[src/hdl/isort_pkg.sv]
`timescale 1ns / 1ps

package isort_pkg;

    localparam int MAX_ITEMS = 16;
    localparam int DATA_W    = 32;
    localparam int CNT_W     = $clog2(MAX_ITEMS + 1);
    localparam int IDX_W     = $clog2(MAX_ITEMS);

    // Commands from the controller to the datapath
    typedef struct packed {
        logic accept;   // take the input request: insert, or drop when full
        logic advance;  // step the read index to the next entry
        logic finish;   // clear count, drop flag and read index
    } isort_cmd_t;

    // Status from the datapath to the controller
    typedef struct packed {
        logic last;     // read index is at the last stored entry
        logic empty;
    } isort_stat_t;

endpackage

[src/hdl/isort_datapath.sv]
`timescale 1ns / 1ps

module isort_datapath
    import isort_pkg::*;
(
    input  logic                     clk,
    input  logic                     rst_n,
    input  isort_cmd_t               cmd,
    input  logic signed [DATA_W-1:0] sample_value,
    output isort_stat_t              stat,
    output logic signed [DATA_W-1:0] sorted_value,
    output logic                     overflowed
);

    logic signed [DATA_W-1:0] store_reg  [MAX_ITEMS];
    logic signed [DATA_W-1:0] store_next [MAX_ITEMS];
    logic [CNT_W-1:0]         fill_reg;
    logic [CNT_W-1:0]         fill_next;
    logic                     drop_reg;
    logic                     drop_next;
    logic [IDX_W-1:0]         rd_idx_reg;
    logic [IDX_W-1:0]         rd_idx_next;
    logic [MAX_ITEMS-1:0]     gt;
    logic [MAX_ITEMS-1:0]     gt_below;
    logic                     full;
    logic                     do_insert;

    assign full      = (fill_reg == CNT_W'(MAX_ITEMS));
    assign do_insert = cmd.accept && !full;

    // Every stored entry compares against the new value at once
    always_comb
    begin
        for (int i = 0; i < MAX_ITEMS; i++)
        begin
            gt[i] = (CNT_W'(i) < fill_reg) && (store_reg[i] > sample_value);
        end
    end

    assign gt_below = {gt[MAX_ITEMS-2:0], 1'b0};

    // Shift greater entries up one place; drop the value into the gap
    always_comb
    begin
        for (int i = 0; i < MAX_ITEMS; i++)
        begin
            store_next[i] = store_reg[i];
            if (do_insert)
            begin
                if (gt_below[i])
                begin
                    store_next[i] = store_reg[(i == 0) ? 0 : i - 1];
                end
                else if (gt[i] || (CNT_W'(i) == fill_reg))
                begin
                    store_next[i] = sample_value;
                end
            end
        end
    end

    always_ff @(posedge clk)
    begin
        for (int i = 0; i < MAX_ITEMS; i++)
        begin
            store_reg[i] <= store_next[i];
        end
    end

    always_comb
    begin
        fill_next   = fill_reg;
        drop_next   = drop_reg;
        rd_idx_next = rd_idx_reg;
        if (cmd.finish)
        begin
            fill_next   = '0;
            drop_next   = 1'b0;
            rd_idx_next = '0;
        end
        else
        begin
            if (do_insert)
            begin
                fill_next = fill_reg + CNT_W'(1);
            end
            if (cmd.accept && full)
            begin
                drop_next = 1'b1;
            end
            if (cmd.advance)
            begin
                rd_idx_next = rd_idx_reg + IDX_W'(1);
            end
        end
    end

    always_ff @(posedge clk or negedge rst_n)
    begin
        if (!rst_n)
        begin
            fill_reg   <= '0;
            drop_reg   <= 1'b0;
            rd_idx_reg <= '0;
        end
        else
        begin
            fill_reg   <= fill_next;
            drop_reg   <= drop_next;
            rd_idx_reg <= rd_idx_next;
        end
    end

    assign stat.empty   = (fill_reg == '0);
    assign stat.last    = ((CNT_W'(rd_idx_reg) + CNT_W'(1)) == fill_reg);
    assign sorted_value = store_reg[rd_idx_reg];
    assign overflowed   = drop_reg;

`ifndef ASSERT_OFF
    a_fill_bound: assert property (@(posedge clk) disable iff (!rst_n)
        fill_reg <= CNT_W'(MAX_ITEMS))
        else $error("fill count above store depth");
    a_advance_in_range: assert property (@(posedge clk) disable iff (!rst_n)
        cmd.advance |-> ((CNT_W'(rd_idx_reg) + CNT_W'(1)) < fill_reg))
        else $error("read index stepped past the stored list");
    a_drop_needs_full: assert property (@(posedge clk) disable iff (!rst_n)
        (drop_next && !drop_reg) |-> full)
        else $error("drop flag set with room in the store");
`endif

endmodule

[src/hdl/isort_controller.sv]
`timescale 1ns / 1ps

module isort_controller
    import isort_pkg::*;
(
    input  logic        clk,
    input  logic        rst_n,
    input  logic        in_valid,
    input  logic        final_item,
    input  logic        out_ready,
    input  isort_stat_t stat,
    output logic        in_ready,
    output logic        out_valid,
    output logic        run_end,
    output isort_cmd_t  cmd
);

    typedef enum logic [1:0] {
        ST_COLLECT = 2'b01,
        ST_EMIT    = 2'b10
    } isort_state_t;

    isort_state_t state_reg;
    isort_state_t state_next;

    always_comb
    begin
        state_next  = state_reg;
        in_ready    = 1'b0;
        out_valid   = 1'b0;
        cmd.accept  = 1'b0;
        cmd.advance = 1'b0;
        cmd.finish  = 1'b0;
        case (state_reg)
            ST_COLLECT:
            begin
                in_ready   = 1'b1;
                cmd.accept = in_valid;
                if (in_valid && final_item)
                begin
                    state_next = ST_EMIT;
                end
            end
            ST_EMIT:
            begin
                out_valid = 1'b1;
                if (out_ready)
                begin
                    if (stat.last)
                    begin
                        cmd.finish = 1'b1;
                        state_next = ST_COLLECT;
                    end
                    else
                    begin
                        cmd.advance = 1'b1;
                    end
                end
            end
            default:
            begin
                state_next = ST_COLLECT;
            end
        endcase
    end

    assign run_end = stat.last;

    always_ff @(posedge clk or negedge rst_n)
    begin
        if (!rst_n)
        begin
            state_reg <= ST_COLLECT;
        end
        else
        begin
            state_reg <= state_next;
        end
    end

`ifndef ASSERT_OFF
    a_emit_nonempty: assert property (@(posedge clk) disable iff (!rst_n)
        out_valid |-> !stat.empty)
        else $error("emitting from an empty store");
    a_final_emits: assert property (@(posedge clk) disable iff (!rst_n)
        (in_valid && in_ready && final_item) |=> out_valid)
        else $error("final request did not start output");
    a_end_returns: assert property (@(posedge clk) disable iff (!rst_n)
        (out_valid && out_ready && run_end) |=> (in_ready && stat.empty))
        else $error("list end did not return to collection");
`endif

endmodule

[src/hdl/insertion_sorter_unit.sv]
`timescale 1ns / 1ps

// Stable streaming insertion sorter for signed 32-bit values. Each input
// request carries one value and is inserted into a sorted store of
// MAX_ITEMS entries: every entry compares against the new value in
// parallel, greater entries shift up one place and the value lands
// after any equal ones. While collecting, the block takes one request per
// cycle. A request with final_item set ends the list: input stalls and the
// stored list comes out in ascending order, one result per cycle while
// out_ready is high, with run_end on the last result. The output comes
// from the single read port on the store. Values that arrive while the
// store is full (including a final one) are dropped, and overflowed is
// high on every result of that list. After the last result the store is
// empty again.

module insertion_sorter_unit
    import isort_pkg::*;
(
    input  logic                     clk,
    input  logic                     rst_n,
    input  logic                     in_valid,
    output logic                     in_ready,
    input  logic signed [DATA_W-1:0] sample_value,
    input  logic                     final_item,
    output logic                     out_valid,
    input  logic                     out_ready,
    output logic signed [DATA_W-1:0] sorted_value,
    output logic                     run_end,
    output logic                     overflowed
);

    isort_cmd_t  cmd;
    isort_stat_t stat;

    // Sequence collection and output; hold input while the list drains
    isort_controller u_ctrl (
        .clk        (clk),
        .rst_n      (rst_n),
        .in_valid   (in_valid),
        .final_item (final_item),
        .out_ready  (out_ready),
        .stat       (stat),
        .in_ready   (in_ready),
        .out_valid  (out_valid),
        .run_end    (run_end),
        .cmd        (cmd)
    );

    // Sorted store with parallel compare-and-shift insert and read index
    isort_datapath u_dp (
        .clk          (clk),
        .rst_n        (rst_n),
        .cmd          (cmd),
        .sample_value (sample_value),
        .stat         (stat),
        .sorted_value (sorted_value),
        .overflowed   (overflowed)
    );

endmodule
[config.mk]
export PLATFORM = sky130hd
export DESIGN_NAME = insertion_sorter_unit
export DESIGN_NICKNAME = d
export VERILOG_FILES = /design/src/hdl/isort_pkg.sv /design/src/hdl/isort_datapath.sv /design/src/hdl/isort_controller.sv /design/src/hdl/insertion_sorter_unit.sv
export SDC_FILE = /design/constraint.sdc
export NUM_CORES = 2
export LEC_CHECK = 0
export ABC_AREA = 1
export CAP_MARGIN = 20
export CORE_ASPECT_RATIO = 1.75
export CORE_MARGIN = 2
export CORE_UTILIZATION = 30
export DETAILED_ROUTE_END_ITERATION = 8
export DONT_BUFFER_PORTS = 1
export PLACE_DENSITY = 0.47
export SYNTH_ARGS = -nofsm -noshare
export SYNTH_HDL_FRONTEND = slang
export SYNTH_SLANG_ARGS = --single-unit
[constraint.sdc]
create_clock -name clk -period 5.65 [get_ports clk]
set_clock_uncertainty 0.15 [all_clocks]
set_input_delay 0 -clock clk [delete_from_list [all_inputs] [get_ports clk]]
set_output_delay 0 -clock clk [all_outputs]
set_load 0.005 [all_outputs]
==> impl_metrics.tcl <==
set metrics [dict create \
    status "finished with violations" \
    violations "design-rule violations" \
    fin_crit_ns 5.348 \
    max_slew_margin_pct 23.01 \
    final_area_sq_um 42700 \
    worstRegToRegCells 12 \
    worstPathMaxFanout 19 \
    cts_tree "done" \
    grt_remaining_overflow 0 \
    io_buffer_count 0 \
    power.internal_mw 12.57 \
    min_path_type "primary input to register" \
    utilization_pct 33.24 \
    core_sq_um 128400 \
    fmax_mhz 187.0 \
    final-max-slew-violation-count 0 \
    busiest_layer "met2" \
    clock_path_buffers 3 \
    endpoint "u_dp.store_reg[13][26]$_DFFE_PP_" \
    start_util_pct 30.19 \
    insertion_delay_ns 0.68 \
    maxCapViolCount 0 \
    seq_area_frac_synth_pct 40.42 \
    startpoint "sample_value[31]" \
    ios 73 \
    wirelength_mm 165.4 \
    worst_pin_slew_ns 1.155 \
    p_per_area_nw_per_um2 603.0 \
    crit_path_top_delay_cell "nor3b_2" \
    hpwl_mm 121.5 \
    clock-sinks 524 \
    fin_crit_sh_pct 94.65 \
    critPathKind "primary input to register" \
    yosys_warnings 0 \
    syn2layout_area_growth_pct 10.09 \
    num-nets-final 5048 \
    grt_max_degree 145 \
    grt_pass1_vias 32814 \
    clkTransAtPathRegs_ns 0.06 \
    ir_drop_mv 0.4220 \
    fin_ws_ns 0.3023 \
    fp.dieW_um 275.8 \
    drive_gt1_share_pct 7.379 \
    reg2reg_setup_slack_ns 1.06 \
    die_h_um 479.7 \
    timing.critical_path.buf_inv 6 \
    endpoint_kind "register" \
    critical_path_depth 16 \
    avgSynthCellArea_sq_um 8.556 \
    synth_cell_types 45 \
    htree_levels 2 \
    cts_setup_buffers 0 \
    cp.arrival_ns 5.55 \
    antenna_found_initial 12 \
    use_met2_pct 43.57 \
    dpl_cell_area_sq_um 40370 \
    place_inst 6060 \
    vias_per_cell 5.387 \
    path_delay_family "buffers and inverters" \
    cp-start-kind "primary input" \
    num_rows 174 \
    met3_usage_pct 3.104 \
    cts_resized 0 \
    cp.required_ns 5.86 \
    finalHoldViolations 0 \
    pwr-share-seq_pct 30.9 \
    drtIter0Drc 2990 \
    largest_register_ffs 512 \
    power.share.combinational_pct 53.7 \
    fin_cells 6217 \
    cts_buffers 58 \
    synth_seq_cells 524 \
    p_sw_mw 13.18 \
    syn-instance-count 4533 \
    slowest_delay_ns 0.80 \
    drc 6 \
    num_vias 33489 \
    grtUsageMet1_pct 27.85 \
    wl_per_cell_um 26.61 \
    gp_congestion 0.9608 \
    rsz0062_at_grt "no" \
    grt.total_usage_pct 24.71 \
    p_leak_nw 17.51 \
    place_ws_ns 1.012 \
    swShare_pct 51.17 \
    clockRootBuffer "clkbuf_16" \
    ant_nets 0 \
    setup_viol_count_final 0 \
    grt_pass1_wl_mm 234.3 \
    rr_startpoint "u_dp.store_reg[13][31]$_DFFE_PP_" \
    regToRegEndpoint "u_dp.store_reg[13][26]$_DFFE_PP_" \
    tns_ns 0 \
    first_pass_iters 8 \
    syn_area_sq_um 38780 \
    clockPowerShare_pct 15.3 \
    dieArea_sq_um 132300 \
    cpMostUsedCell "nand2_1" \
    worstPathCellList "dlygate4sd3_1 > dlygate4sd3_1 > inv_1 > buf_4 > ha_1 > nand2_1 > nor2_1 > nand2_1 > nor3b_2 > nand2_1 > nand3_1 > nand3_4 > nand3_1 > nand2_1 > inv_2 > buf_4" \
    synthesis.nets 5086 \
]
[per-layer routing]
metal / part of all wire (%) / wire length (um)
met1: 37 / 61340
met2: 50 / 82830
met3: 5.2 / 8598
met4: 7.7 / 12670
met5: 0.0042 / 7
[cell families (layout without fill, tap and decap cells)]
| family | after synthesis | in the layout | share of synthesized area, % |
|---|---|---|---|
| AO/OA/AOI/OAI | 1460 | 1460 | 20.84 |
| XOR/XNOR | 7 | 7 | 0.1581 |
| adder cells (fa/ha/maj) | 516 | 516 | 16.65 |
| buffers and inverters | 567 | 574 | 6.910 |
| flip-flops | 524 | 524 | 40.42 |
| other | 0 | 5 | 0 |
| AND/OR/NAND/NOR | 1459 | 1459 | 15.02 |
[per-stage QoR]
| stage | hold WS [ns] | power (mW) |
|---|---|---|
| after floorplan | -0.4456 | 16.46 |
| after global placement | -0.4448 | 21.53 |
| after detailed placement | -0.4447 | 21.65 |
| after CTS | 0.02361 | 25.70 |
| after global routing | 0.05318 | 27.33 |
| final | 0.05859 | 25.75 |
[cell usage in the layout (no fill, tap or decap), drive strengths merged, types with 4 or more instances in the layout]
cell type    synthesis  layout
nor2               589     589
o21a                71      71
o221ai              55      55
nor3                 9       9
edfxtp             512     512
bufinv               0       5
o22ai               12      12
clkbuf             110      77
a21o                 4       4
o21ai              593     593
dlygate4sd3          0      46
xor2                 4       4
nand3               73      73
nor4                 6       6
inv                319     318
buf                137     103
dfrtp               11      11
nand2              751     751
nor3b                4       4
diode                0       5
a21oi              713     713
nand4               23      23
clkinv               1      24
ha                 516     516
[worst min-delay path by stage]
stage                           from                               to  cells after the start
floorplan                      rst_n  u_ctrl.state_reg[1]$_DFFE_PN0P_                      0
global placement               rst_n  u_ctrl.state_reg[1]$_DFFE_PN0P_                      0
detailed placement             rst_n  u_ctrl.state_reg[1]$_DFFE_PN0P_                      0
CTS                 sample_value[12]  u_dp.store_reg[0][12]$_DFFE_PP_                      1
global route        sample_value[12]  u_dp.store_reg[0][12]$_DFFE_PP_                      1
finish              sample_value[12]  u_dp.store_reg[0][12]$_DFFE_PP_                      1
[synthesized netlist by cell type (all sizes together)]
cell type / n / area share [%]
o21ai: 593 / 7.7
nand3: 73 / 1.1
a21o: 4 / 0.077
nor2: 589 / 5.8
nand3b: 2 / 0.039
nor4: 6 / 0.19
a21oi: 713 / 10
nor3b: 4 / 0.12
o221ai: 55 / 1.2
clkinv: 1 / 0.0097
ha: 516 / 17
edfxtp: 512 / 40
nor2b: 1 / 0.016
nand4: 23 / 0.37
xor2: 4 / 0.090
nor3: 9 / 0.18
xnor2: 3 / 0.068
dfrtp: 11 / 0.71
o21bai: 3 / 0.058
inv: 319 / 3.1
or2: 1 / 0.016
a22oi: 3 / 0.058
a21boi: 2 / 0.039
a32oi: 1 / 0.023
dfstp: 1 / 0.068
o21a: 71 / 1.4
o41ai: 1 / 0.023
nand2: 751 / 7.3
o22ai: 12 / 0.19
clkbuf: 110 / 1.1
buf: 137 / 2.7
a31oi: 2 / 0.032
[power by group through the flow]
stage / clock network (mW) / logic (mW) / registers [mW]
floorplan: 0 / 9.13 / 7.33
global placement: 0 / 13.5 / 8.00
detailed placement: 0 / 13.7 / 7.99
CTS: 4.01 / 13.8 / 7.92
global route: 4.12 / 15.1 / 8.07
finish: 3.95 / 13.8 / 7.96
[final cells by class]
| cell class | instances | area, sq um |
|---|---|---|
| diodes | 5 | 12.51 |
| inverters | 320 | 1207 |
| well taps | 1672 | 2092 |
| clock inverters | 28 | 262.8 |
| clock buffers | 77 | 1574 |
| fillers | 13500 | 85750 |
| repair buffers | 149 | 1334 |
| flip-flops and latches | 524 | 15690 |
| multi-input cells | 3442 | 20530 |
[what timing repair did]
action                                  CTS  global route
hold buffers                             47             0
hold endpoints to repair                492             0
endpoints found under the setup margin    0             0
[worst reg2reg max path, delay by kind of cell, from the launching register on]
family / cells / cell delay, ns
adders and majority gates: 1 / 0.52
buffers and inverters: 2 / 1.05
DFF: 1 / 0.45
and+or+nand+nor: 9 / 2.09
No activity file was read; power rests on OpenSTA's default activity.
